==> src/hw/rtl/bbp_pkg.sv <==
// Shared types and constants of the burst bit-to-byte packer.
package bbp_pkg;

	localparam int CFG_IDX_W  = 2;
	localparam int CFG_DATA_W = 5;

	// job fields sized for vector lengths of up to 64 bytes
	localparam int JOB_CNT_W = 7;
	localparam int JOB_IDX_W = 6;

	localparam int Q_DEPTH = 2;

	typedef enum logic [1:0] {
		CFG_BIT_ORDER  = 2'd0,
		CFG_TAIL_MODE  = 2'd1,
		CFG_VECTOR_LEN = 2'd2
	} cfg_reg_t;

	typedef enum logic [1:0] {
		TAIL_DROP      = 2'd0,
		TAIL_PAD_RIGHT = 2'd1,
		TAIL_PAD_FRONT = 2'd2,
		TAIL_PAD_SPARE = 2'd3
	} tail_mode_t;

	typedef struct packed {
		logic       lsb_order;
		logic [1:0] tail_mode;
		logic [4:0] vector_len;
	} cfg_t;

	typedef struct packed {
		logic                 store_en;
		logic [JOB_IDX_W-1:0] store_idx;
		logic [7:0]           data;
		logic [JOB_CNT_W-1:0] flush_n;
		logic                 direct;
		logic                 direct_vend;
		logic [JOB_CNT_W-1:0] fill_n;
	} job_t;

	typedef enum logic [2:0] {
		B_IDLE,
		B_READ,
		B_FLUSH,
		B_DIRECT,
		B_FILL
	} back_state_t;

endpackage

==> src/hw/rtl/burst_bit_to_byte_packer_core.sv <==
// Top level of the burst bit-to-byte packer: configuration registers, front, queue, back.
// Takes one bit per transfer and packs bits into bytes (MSB- or LSB-first), grouped into vectors
// of vector_len bytes. In drop mode bytes are held until a vector is full and the stub at burst
// end is discarded; in the pad modes each byte goes out at once and a burst end pads the partial
// byte and fills the vector with zero bytes. The front end takes one bit per cycle as long as its
// two-entry job queue has room; a job is issued only when a byte completes or a padded burst ends,
// so at most one job per eight bits in steady streaming. The back end takes a job while idle; a
// byte from hold memory goes via a registered read to the output register; direct and zero-fill
// bytes go straight to it. The user must write configuration only while idle (not enforced).
module burst_bit_to_byte_packer_core #(
	parameter int MAX_VECTOR_BYTES = 16
) (
	input  logic                           clk,
	input  logic                           arst_n,
	input  logic                           cfg_we,
	input  logic [bbp_pkg::CFG_IDX_W-1:0]  cfg_index,
	input  logic [bbp_pkg::CFG_DATA_W-1:0] cfg_data,
	input  logic                           item_valid,
	output logic                           item_stall,
	input  logic                           bit_in,
	input  logic                           burst_end,
	output logic                           result_valid,
	input  logic                           result_stall,
	output logic [7:0]                     data_byte,
	output logic                           vector_end,
	output logic                           run_last
);

	bbp_pkg::cfg_t        cfg_q;
	bbp_pkg::job_t        push_job;
	bbp_pkg::job_t        q_head;
	bbp_pkg::back_state_t bst;
	logic                 q_push;
	logic                 q_pop;
	logic                 q_full;
	logic                 q_empty;

	always_ff @(posedge clk or negedge arst_n) begin
		if (!arst_n) begin
			cfg_q.lsb_order  <= 1'b0;
			cfg_q.tail_mode  <= bbp_pkg::TAIL_DROP;
			cfg_q.vector_len <= 5'd1;
		end else if (cfg_we) begin
			case (cfg_index)
				bbp_pkg::CFG_BIT_ORDER:  cfg_q.lsb_order  <= cfg_data[0];
				bbp_pkg::CFG_TAIL_MODE:  cfg_q.tail_mode  <= cfg_data[1:0];
				bbp_pkg::CFG_VECTOR_LEN: cfg_q.vector_len <= cfg_data[4:0];
				default: ;
			endcase
		end
	end

	bbp_front #(
		.MAX_VECTOR_BYTES(MAX_VECTOR_BYTES)
	) u_front (
		.clk        (clk),
		.arst_n     (arst_n),
		.cfg        (cfg_q),
		.item_valid (item_valid),
		.item_stall (item_stall),
		.bit_in     (bit_in),
		.burst_end  (burst_end),
		.q_full     (q_full),
		.push       (q_push),
		.job        (push_job)
	);

	bbp_queue u_queue (
		.clk    (clk),
		.arst_n (arst_n),
		.push   (q_push),
		.wr_job (push_job),
		.pop    (q_pop),
		.head   (q_head),
		.full   (q_full),
		.empty  (q_empty)
	);

	bbp_back #(
		.MAX_VECTOR_BYTES(MAX_VECTOR_BYTES)
	) u_back (
		.clk          (clk),
		.arst_n       (arst_n),
		.q_empty      (q_empty),
		.q_head       (q_head),
		.q_pop        (q_pop),
		.result_valid (result_valid),
		.result_stall (result_stall),
		.data_byte    (data_byte),
		.vector_end   (vector_end),
		.run_last     (run_last),
		.state        (bst)
	);

	a_pop_not_empty: assert property (@(posedge clk) disable iff (!arst_n)
		q_pop |-> !q_empty)
		else $error("job taken from empty queue");

	a_read_then_flush: assert property (@(posedge clk) disable iff (!arst_n)
		(bst == bbp_pkg::B_READ) |=> (bst == bbp_pkg::B_FLUSH))
		else $error("hold read not followed by flush");

	a_idle_no_new_result: assert property (@(posedge clk) disable iff (!arst_n)
		(bst == bbp_pkg::B_IDLE && !result_valid) |=> !result_valid)
		else $error("result produced from idle back end");

endmodule

==> src/hw/rtl/bbp_front.sv <==
// Front end: accepts bits, packs bytes, tracks vector position and issues jobs.
module bbp_front #(
	parameter int MAX_VECTOR_BYTES = 16
) (
	input  logic          clk,
	input  logic          arst_n,
	input  bbp_pkg::cfg_t cfg,
	input  logic          item_valid,
	output logic          item_stall,
	input  logic          bit_in,
	input  logic          burst_end,
	input  logic          q_full,
	output logic          push,
	output bbp_pkg::job_t job
);

	localparam int CNT_W = $clog2(MAX_VECTOR_BYTES + 1);
	localparam int LW    = (CNT_W > 5) ? CNT_W : 5;
	localparam int JCW   = bbp_pkg::JOB_CNT_W;
	localparam int JIW   = bbp_pkg::JOB_IDX_W;

	logic [7:0]       shift_q;
	logic [2:0]       bits_q;
	logic [CNT_W-1:0] vbc_q;

	logic             accept;
	logic             drop;
	logic             zero_front;
	logic [LW-1:0]    vl_ext;
	logic [CNT_W-1:0] len;
	logic [7:0]       sb_new;
	logic [2:0]       bc_new;
	logic             complete;
	logic [2:0]       pad_amt;
	logic [7:0]       padded;
	logic [CNT_W-1:0] cnt_inc;
	logic             full;
	logic [CNT_W-1:0] vbc_mid;
	logic [CNT_W-1:0] vbc_d;
	logic             job_valid;

	always_comb begin
		accept     = item_valid & ~q_full;
		item_stall = q_full;
		drop       = (cfg.tail_mode == bbp_pkg::TAIL_DROP);
		zero_front = (cfg.tail_mode == bbp_pkg::TAIL_PAD_FRONT);

		vl_ext = LW'(cfg.vector_len);
		if (vl_ext == '0) begin
			len = CNT_W'(1);
		end else if (vl_ext > LW'(MAX_VECTOR_BYTES)) begin
			len = CNT_W'(MAX_VECTOR_BYTES);
		end else begin
			len = CNT_W'(vl_ext);
		end

		sb_new   = cfg.lsb_order ? {bit_in, shift_q[7:1]} : {shift_q[6:0], bit_in};
		bc_new   = bits_q + 3'd1;
		complete = (bc_new == 3'd0);
		pad_amt  = 3'(4'd8 - {1'b0, bc_new});
		if (zero_front) begin
			padded = sb_new;
		end else if (cfg.lsb_order) begin
			padded = sb_new >> pad_amt;
		end else begin
			padded = sb_new << pad_amt;
		end

		cnt_inc   = vbc_q + CNT_W'(1);
		full      = (cnt_inc >= len);
		vbc_mid   = full ? '0 : cnt_inc;
		vbc_d     = vbc_q;
		job       = '0;
		job_valid = 1'b0;

		if (drop) begin
			if (complete) begin
				job_valid     = 1'b1;
				job.store_en  = 1'b1;
				job.store_idx = JIW'(vbc_q);
				job.data      = sb_new;
				if (full) begin
					job.flush_n = JCW'(cnt_inc);
				end
				vbc_d = vbc_mid;
			end
			if (burst_end) begin
				vbc_d = '0;
			end
		end else if (complete || burst_end) begin
			job_valid       = 1'b1;
			job.direct      = 1'b1;
			job.data        = complete ? sb_new : padded;
			job.direct_vend = full;
			vbc_d           = vbc_mid;
			if (burst_end) begin
				if (vbc_mid != '0) begin
					job.fill_n = JCW'(len - vbc_mid);
				end
				vbc_d = '0;
			end
		end

		push = accept & job_valid;
	end

	always_ff @(posedge clk or negedge arst_n) begin
		if (!arst_n) begin
			shift_q <= '0;
			bits_q  <= '0;
			vbc_q   <= '0;
		end else if (accept) begin
			shift_q <= (complete || burst_end) ? 8'h00 : sb_new;
			bits_q  <= burst_end ? 3'd0 : bc_new;
			vbc_q   <= vbc_d;
		end
	end

endmodule

==> src/hw/rtl/bbp_queue.sv <==
// Two-entry job queue between the front end and the back end.
module bbp_queue (
	input  logic          clk,
	input  logic          arst_n,
	input  logic          push,
	input  bbp_pkg::job_t wr_job,
	input  logic          pop,
	output bbp_pkg::job_t head,
	output logic          full,
	output logic          empty
);

	localparam int PW = $clog2(bbp_pkg::Q_DEPTH);
	localparam int CW = $clog2(bbp_pkg::Q_DEPTH + 1);

	bbp_pkg::job_t ent_q [bbp_pkg::Q_DEPTH];
	logic [PW-1:0] wp_q;
	logic [PW-1:0] rp_q;
	logic [CW-1:0] cnt_q;

	assign full  = (cnt_q == CW'(bbp_pkg::Q_DEPTH));
	assign empty = (cnt_q == '0);
	assign head  = ent_q[rp_q];

	always_ff @(posedge clk or negedge arst_n) begin
		if (!arst_n) begin
			wp_q  <= '0;
			rp_q  <= '0;
			cnt_q <= '0;
		end else begin
			if (push) begin
				wp_q <= wp_q + PW'(1);
			end
			if (pop) begin
				rp_q <= rp_q + PW'(1);
			end
			if (push && !pop) begin
				cnt_q <= cnt_q + CW'(1);
			end else if (pop && !push) begin
				cnt_q <= cnt_q - CW'(1);
			end
		end
	end

	always_ff @(posedge clk) begin
		if (push) begin
			ent_q[wp_q] <= wr_job;
		end
	end

endmodule

==> src/hw/rtl/bbp_back.sv <==
// Back end: holds vector bytes, expands jobs into output bytes, drives the output register.
module bbp_back #(
	parameter int MAX_VECTOR_BYTES = 16
) (
	input  logic                 clk,
	input  logic                 arst_n,
	input  logic                 q_empty,
	input  bbp_pkg::job_t        q_head,
	output logic                 q_pop,
	output logic                 result_valid,
	input  logic                 result_stall,
	output logic [7:0]           data_byte,
	output logic                 vector_end,
	output logic                 run_last,
	output bbp_pkg::back_state_t state
);

	localparam int CNT_W = $clog2(MAX_VECTOR_BYTES + 1);
	localparam int IDX_W = (MAX_VECTOR_BYTES > 1) ? $clog2(MAX_VECTOR_BYTES) : 1;

	logic [7:0] hold_q [MAX_VECTOR_BYTES];

	bbp_pkg::back_state_t st_q;
	bbp_pkg::back_state_t st_d;
	bbp_pkg::job_t        job_q;
	logic [CNT_W-1:0]     cnt_q;
	logic [CNT_W-1:0]     cnt_d;
	logic [7:0]           rd_q;
	logic                 out_valid_q;
	logic [7:0]           byte_q;
	logic                 vend_q;
	logic                 last_q;

	logic             free;
	logic [CNT_W-1:0] flush_n;
	logic [CNT_W-1:0] fill_n;
	logic [CNT_W-1:0] cnt_nx;
	logic             load;
	logic             rd_en;
	logic [7:0]       ld_byte;
	logic             ld_vend;
	logic             ld_last;

	always_comb begin
		free    = ~out_valid_q | ~result_stall;
		flush_n = CNT_W'(job_q.flush_n);
		fill_n  = CNT_W'(job_q.fill_n);
		cnt_nx  = cnt_q + CNT_W'(1);
		st_d    = st_q;
		cnt_d   = cnt_q;
		q_pop   = 1'b0;
		load    = 1'b0;
		rd_en   = 1'b0;
		ld_byte = 8'h00;
		ld_vend = 1'b0;
		ld_last = 1'b0;
		case (st_q)
			bbp_pkg::B_IDLE: begin
				if (!q_empty) begin
					q_pop = 1'b1;
					cnt_d = '0;
					if (q_head.flush_n != '0) begin
						st_d = bbp_pkg::B_READ;
					end else if (q_head.direct) begin
						st_d = bbp_pkg::B_DIRECT;
					end
				end
			end
			bbp_pkg::B_READ: begin
				rd_en = 1'b1;
				st_d  = bbp_pkg::B_FLUSH;
			end
			bbp_pkg::B_FLUSH: begin
				if (free) begin
					load    = 1'b1;
					ld_byte = rd_q;
					ld_vend = (cnt_nx == flush_n);
					ld_last = ld_vend;
					cnt_d   = cnt_nx;
					st_d    = ld_vend ? bbp_pkg::B_IDLE : bbp_pkg::B_READ;
				end
			end
			bbp_pkg::B_DIRECT: begin
				if (free) begin
					load    = 1'b1;
					ld_byte = job_q.data;
					ld_vend = job_q.direct_vend;
					ld_last = (job_q.fill_n == '0);
					cnt_d   = '0;
					st_d    = ld_last ? bbp_pkg::B_IDLE : bbp_pkg::B_FILL;
				end
			end
			bbp_pkg::B_FILL: begin
				if (free) begin
					load    = 1'b1;
					ld_byte = 8'h00;
					ld_vend = (cnt_nx == fill_n);
					ld_last = ld_vend;
					cnt_d   = cnt_nx;
					st_d    = ld_vend ? bbp_pkg::B_IDLE : bbp_pkg::B_FILL;
				end
			end
			default: begin
				st_d = bbp_pkg::B_IDLE;
			end
		endcase
	end

	always_ff @(posedge clk or negedge arst_n) begin
		if (!arst_n) begin
			st_q        <= bbp_pkg::B_IDLE;
			cnt_q       <= '0;
			out_valid_q <= 1'b0;
		end else begin
			st_q  <= st_d;
			cnt_q <= cnt_d;
			if (load) begin
				out_valid_q <= 1'b1;
			end else if (!result_stall) begin
				out_valid_q <= 1'b0;
			end
		end
	end

	always_ff @(posedge clk) begin
		if (q_pop) begin
			job_q <= q_head;
		end
		if (load) begin
			byte_q <= ld_byte;
			vend_q <= ld_vend;
			last_q <= ld_last;
		end
	end

	always_ff @(posedge clk) begin
		if (q_pop && q_head.store_en) begin
			hold_q[IDX_W'(q_head.store_idx)] <= q_head.data;
		end
		if (rd_en) begin
			rd_q <= hold_q[cnt_q[IDX_W-1:0]];
		end
	end

	assign result_valid = out_valid_q;
	assign data_byte    = byte_q;
	assign vector_end   = vend_q;
	assign run_last     = last_q;
	assign state        = st_q;

endmodule
==> config.mk <==
export PLATFORM = sky130hd
export DESIGN_NAME = burst_bit_to_byte_packer_core
export DESIGN_NICKNAME = d
export VERILOG_FILES = /design/src/hw/rtl/bbp_pkg.sv /design/src/hw/rtl/burst_bit_to_byte_packer_core.sv /design/src/hw/rtl/bbp_front.sv /design/src/hw/rtl/bbp_queue.sv /design/src/hw/rtl/bbp_back.sv
export SDC_FILE = /design/constraint.sdc
export NUM_CORES = 1
export LEC_CHECK = 0
export ABC_AREA = 1
export CORE_AREA = 2 2 98 194
export DETAILED_ROUTE_END_ITERATION = 6
export DIE_AREA = 0 0 100 196
export DONT_BUFFER_PORTS = 1
export PLACE_DENSITY = 0.76
export RECOVER_POWER = 25
export SLEW_MARGIN = 10
export SYNTH_ARGS = -nofsm -noshare
export SYNTH_HDL_FRONTEND = slang
export SYNTH_SLANG_ARGS = --single-unit
==> constraint.sdc <==
create_clock -name clk -period 7.3 [get_ports clk]
set_input_delay 0.365 -clock clk [delete_from_list [all_inputs] [get_ports clk]]
set_output_delay 0.365 -clock clk [all_outputs]
set_load 0.1 [all_outputs]
* Word-level counts from Yosys, hierarchy flattened
Memory sizes are Yosys's and may differ from the RTL's. A register that Yosys moved wholly into a read port is not among the register bits. Index checks and enable logic that the tools add are counted.
Operators by class: $add $sub $neg 9, $lt $le $gt $ge 2, eq/ne operators 18, shifts and indexed selects 2, muxes and demuxes 63, bitwise gates (word level) 6, reduce and logical (&&, ||, !) cells 26
Operators by type and width (number):
- two-way mux 8 bit | 9
- two-way mux 5 bit | 12
- two-way mux 7 bit | 4
- two-way mux 3 bit | 9
- two-way mux 22 bit | 1
- two-way mux 1 bit | 19
- two-way mux 9 bit | 2
- case mux 8 bit (2 select lines) | 1
- case mux 3 bit (5 select lines) | 1
- case mux 5 bit (3 select lines) | 1
- adder 5 x 1 -> 5 bit, second input constant | 2
- == test 5 bit | 2
- inequality test 2 x 1 -> 1 bit, second input constant | 5
- left shift 8 x 3 -> 8 bit | 1
- right shift 8 x 3 -> 8 bit | 1
- logical NOT 7 bit | 1
- nonzero test 7 bit | 1
- == test 2 bit, second input constant | 3
- == test 3 x 2 -> 1 bit, second input constant | 2
- logical NOT 2 bit | 3
- logical NOT 3 bit | 2
- case mux 1 bit (3 select lines) | 2
- AND reduction 2 bit | 3
- subtractor 5 x 5 -> 6 bit | 1
- 29 further kinds | 38
Storage, ports and cells: register bits after elaboration 68, RAM bits 190, input bits 14, output and inout port bits 12, word-level logic and storage cells 147, memories kept 2
Memories:
- u_back.hold_q | words 16, bits a word 8, read ports 1, clocked after Yosys merged registers in 1, write ports 1, RTL line bbp_back.sv:21 | logic [7:0] hold_q [MAX_VECTOR_BYTES];
- u_queue.ent_q | words 2, bits a word 31, read ports 1, clocked after Yosys merged registers in 0, write ports 1, RTL line bbp_queue.sv:16 | bbp_pkg::job_t ent_q [bbp_pkg::Q_DEPTH];

* Logic depth before layout (Yosys ltp)
depth after elaboration 10, depth in mapped cells 20, depth with buffers taken out 20

* Cells and area by module
From an unflattened synthesis, not the netlist that was laid out.
Unflattened totals: cells, all modules 1044, area, all modules 12309.3 µm²
Modules (own cells, without submodules):
- bbp_back | times used 1, cells each 534, area an instance 7302.0 µm², seq. area each 5240.0 µm²
- bbp_queue | times used 1, cells each 122, area an instance 2597.5 µm², seq. area each 1961.9 µm²
- bbp_front | times used 1, cells each 348, area an instance 2047.0 µm², seq. area each 400.4 µm²
- burst_bit_to_byte_packer_core | times used 1, cells each 40, area an instance 362.8 µm², seq. area each 201.4 µm²

* Least setup slack after synthesis
Ideal clock, no wire load.
path kind flip-flop to flip-flop, from register u_front.vbc_q[0], to memory u_queue.ent_q[0][4] in the netlist's numbering, data pin, arrival time 2.768 ns, path slack 4.274 ns, cell stages (with the launch flop) 19, path buffers 0, period minus slack after synthesis 3.026 ns, cells stage by stage dfrtp_1 -> ha_1 -> nand3_1 -> xor2_1 -> ha_1 -> nand2_1 -> inv_1 -> o21ai_1 -> nand2_1 -> nor2_2 -> nand2_1 -> inv_1 -> ha_1 -> inv_1 -> fa_1 -> a21oi_1 -> o21ai_0 -> xnor2_1 -> nor2_1
RTL lines:
- from (decl) | RTL line bbp_front.sv:24 | logic [CNT_W-1:0] vbc_q;
- from (signal assigned) | RTL line bbp_front.sv:115 | vbc_q <= vbc_d;
- to (decl) | RTL line bbp_queue.sv:16

* Worst setup path in the final report
from register u_back.st_q[0], in the netlist u_back.state[0], to memory u_back.hold_q[13][0], enable pin
Between the ends: longest elaborated chain between the ends 5
Ends and longest elaborated chain:
- from (decl) | RTL line bbp_back.sv:23 | bbp_pkg::back_state_t st_q;
- from (signal assigned) | RTL line bbp_back.sv:111 | st_q <= bbp_pkg::B_IDLE;
- from (signal assigned) | RTL line bbp_back.sv:115 | st_q <= st_d;
- logical NOT 3 bit | RTL line bbp_back.sv:57 | case (st_q)
- two-way mux 1 bit | RTL line bbp_back.sv:57
- net q_pop | RTL line burst_bit_to_byte_packer_core.sv:34 | logic q_pop;
- logical AND 1 bit | RTL line bbp_back.sv:137 | if (q_pop && q_head.store_en) begin
- two-way mux 1 bit | RTL line bbp_back.sv:137
- two-way mux 1 bit (not written as such) | RTL line bbp_back.sv:138 | hold_q[IDX_W'(q_head.store_idx)] <= q_head.data;
- to (decl) | RTL line bbp_back.sv:21
The timed path passes the listed nets, and every way through them passes these cells.

==> impl_metrics.json <==
{
  "pwr-share-comb_pct": 30.4,
  "setup_viol": 0,
  "core-area_um2": 18200,
  "final_util_pct": 68.3,
  "fillers": 1326,
  "yosysMostFrequentCell": "nand2_1",
  "maxCapViolations": 4,
  "fmax_mhz": 241,
  "outcome": "finished with violations",
  "startpoint_type": "flip-flop",
  "rr_worst_depth": 9,
  "clockBufferDepth": 3,
  "drt-total-wl_um": 24900,
  "irDropWorstVdd_mv": 0.332,
  "critPathCapture": "u_back.hold_q[13][0]$_DFFE_PP_",
  "post_cts_resized": 0,
  "port_buffers": 0,
  "switching_share_pct": 38.6,
  "dr.pass1.iters": 6,
  "tightest_slew_ns": 2.30,
  "synth-seq-area-share_pct": 64.4,
  "area_growth_pct": 7.16,
  "synthTopCellsByArea": "edfxtp_1 (56%), dfrtp_1 (7.8%), nand2_1 (7.3%), nor2_1 (4.1%), nand3_1 (2.9%)",
  "seqPwrFrac_pct": 45.8,
  "clockPowerShare_pct": 23.8,
  "synth_largest_area_cell": "edfxtp_1",
  "finalCritPeriodShare_pct": 56.9,
  "detail-route-antenna-nets": 0,
  "die_area_um2": 19600,
  "yosysTopAreaCellShare_pct": 56.4,
  "ys_ff_latch": 255,
  "cts.clk_slew.worst_paths_ns": 0.07,
  "p_int_w": 0.00307,
  "netSwitchingPower_w": 0.00193,
  "synthesis.area_um2": 11600,
  "p_per_area_nw_per_um2": 403,
  "violations": "max-capacitance violations, max-slew violations",
  "hold_class": "primary input to flip-flop",
  "synth-edff-count": 218,
  "wl_per_cell_um": 19.3,
  "ys_types": 44,
  "drive_above_1_share_pct": 8.19,
  "rows": 70,
  "cts.sinks": 255,
  "rr_endpoint": "u_back.hold_q[13][0]$_DFFE_PP_",
  "root_buffer": "clkbuf_16",
  "synth.avg_cell_area_um2": 10.9,
  "dp_hpwl_um": 17300,
  "cp.required_ns": 7.45,
  "setup_tns_ns": 0,
  "n_antenna_cell": 0,
  "cts_tree": "built",
  "place_congestion": 0.966,
  "critPathCaptureType": "flip-flop",
  "r2r_start": "u_back.state[0]$_DFFE_PN0P_",
  "drt_iter0_drc": 458,
  "num_vias": 7575,
  "drc_errors": 0,
  "power.total_w": 0.00501,
  "async_reset_ff_share_pct": 14.5,
  "htree_levels": 1,
  "grt_pass1_vias": 7458,
  "syn-instance-count": 1065,
  "critPathArrivalTime_ns": 4.30,
  "grt_overflow": 0,
  "io_pins": 26,
  "numCtsBuffers": 22,
  "startpoint": "u_back.state[0]$_DFFE_PN0P_",
  "rrSetupSlack_ns": 3.15,
  "dieHeight_um": 196,
  "die_w_um": 100,
  "synthTopCellsByCount": "nand2_1 (226), edfxtp_1 (218), nor2_1 (127)",
  "initial_utilization_pct": 63.7,
  "slew_violations": 113,
  "grt_start_max_net_pins": 70,
  "slew_headroom_pct": -53.2,
  "syn-num-nets": 1096,
  "viasPerCell": 5.87,
  "hold_violations": 0,
  "track_usage_pct": 25.9,
  "leakage_nw": 4.78,
  "fin_worst_skew_ns": 0.0156,
  "clock_latency_ns": 0.51,
  "worstPathMaxFanout": 22,
  "ys.warnings.count": 0,
  "antenna_found_initial": 0,
  "grt_pass1_wl_um": 38700,
  "ys.flop_type": "edfxtp_1",
  "critical_path_class": "flip-flop to flip-flop",
  "final_nets": 1089,
  "fin_crit_ns": 4.15,
  "rsz0062_at_grt": "no"
}
## cells by family after synthesis
| logic type | Yosys count | synth area share (%) |
|---|---|---|
| simple gates | 465 | 17.2 |
| xor+xnor | 13 | 1.11 |
| flops | 255 | 64.4 |
| buf+inv | 134 | 4.93 |
| mux | 17 | 1.47 |
| compound gates | 164 | 8.99 |
| fa+ha+maj | 17 | 1.90 |
## placed cells by master, fill, tap and decap left out, drive strengths merged, types with 7 or more instances in the layout
| cell type | synthesis | final |
|---|---|---|
| nand3 | 75 | 75 |
| o21ai | 88 | 88 |
| a21oi | 19 | 19 |
| xor2 | 7 | 7 |
| inv | 95 | 95 |
| o22ai | 11 | 11 |
| edfxtp | 218 | 218 |
| nor2 | 142 | 142 |
| o211ai | 26 | 26 |
| o221ai | 10 | 10 |
| mux2i | 17 | 17 |
| a32o | 8 | 8 |
| dfrtp | 36 | 36 |
| clkbuf | 12 | 33 |
| nand2 | 232 | 232 |
| clkinv | 1 | 7 |
| ha | 16 | 16 |
## registers in the layout, indices dropped and copies added (netlist names)
register / count
u_back.cnt_q: 5
cfg_q: 8
u_front.vbc_q: 5
u_back.job_q: 10
u_back.flush_n: 5
u_back.vector_end: 1
u_back.data_byte: 8
u_back.hold_q: 128
u_queue.cnt_q: 2
u_back.run_last: 1
u_queue.rp_q: 1
u_back.result_valid: 1
u_back.rd_q: 8
u_front.bits_q: 3
u_queue.ent_q: 52
u_back.state: 3
u_back.fill_n: 5
u_queue.wp_q: 1
u_front.shift_q: 8
## repair_timing
| item | 4_1_cts | 5_1_grt |
|---|---|---|
| hold endpoints to repair | 37 | 0 |
| setup buffers | 0 | 0 |
| hold buffers | 2 | 0 |
## layer usage
| metal | global-route usage (%) | wire, µm | share of wire, % |
|---|---|---|---|
| met1 | 26.8 | 8400 | 34 |
| met2 | 50.4 | 14400 | 58 |
| met3 | 2.49 | 895 | 3.6 |
| met5 | 0 | 0 | 0 |
| met4 | 12.6 | 1170 | 4.7 |
## power by group through the flow
stage / sequential [W] / combinational (W) / clock (W)
floorplan: 0.00226 / 0.00121 / 0
global placement: 0.00232 / 0.00150 / 0
detailed placement: 0.00233 / 0.00153 / 0
CTS: 0.00230 / 0.00154 / 0.00120
global route: 0.00232 / 0.00169 / 0.00125
finish: 0.00230 / 0.00152 / 0.00119
## layout make-up
class | count | area (µm²) | area share [%]
Clock inverter | 8 | 104 | 0.835
Multi-Input combinational cell | 676 | 3530 | 28.4
Clock buffer | 32 | 641 | 5.15
Timing Repair Buffer | 7 | 51.3 | 0.412
Sequential cell | 255 | 7480 | 60.1
Tap cell | 216 | 270 | 2.17
Inverter | 96 | 362 | 2.91
## worst max-delay path, cell delays in order, from the launching register on
cell	delay (ns)
dfrtp_1	0.41
inv_1	0.10
nand2_1	0.12
inv_1	0.11
nand2_1	0.15
a21oi_1	1.63
inv_2	0.19
a21oi_4	0.29
nand3_2	0.16
nor2_1	0.64
## stage by stage
stage / worst slack (ns) / cell area, µm² / cells / hold WS (ns)
6_report: 3.15 / 12400 / 1290 / 0.0163
4_1_cts: 3.91 / 12500 / 1290 / 0.0104
3_5_place_dp: 3.91 / 11700 / 1248 / 0.0709
5_1_grt: 2.81 / 12400 / 1290 / 0.00873
3_3_place_gp: 4.02 / 11700 / 1248 / 0.0709
2_1_floorplan: 4.27 / 11600 / 1065 / 0.0694
## worst min path at each step
| stage | from | end | cells after the start |
|---|---|---|---|
| 6_report | cfg_data[2] | cfg_q[2]$_DFFE_PN0P_ | 2 |
| 5_1_grt | cfg_data[2] | cfg_q[2]$_DFFE_PN0P_ | 2 |
| 4_1_cts | cfg_data[2] | cfg_q[2]$_DFFE_PN0P_ | 2 |
| 3_5_place_dp | arst_n | u_front.shift_q[1]$_DFFE_PN0P_ | 0 |
| 3_3_place_gp | arst_n | u_front.shift_q[1]$_DFFE_PN0P_ | 0 |
| 2_1_floorplan | arst_n | cfg_q[1]$_DFFE_PN0P_ | 0 |
Note: power is estimated with default switching activity, not from simulation.
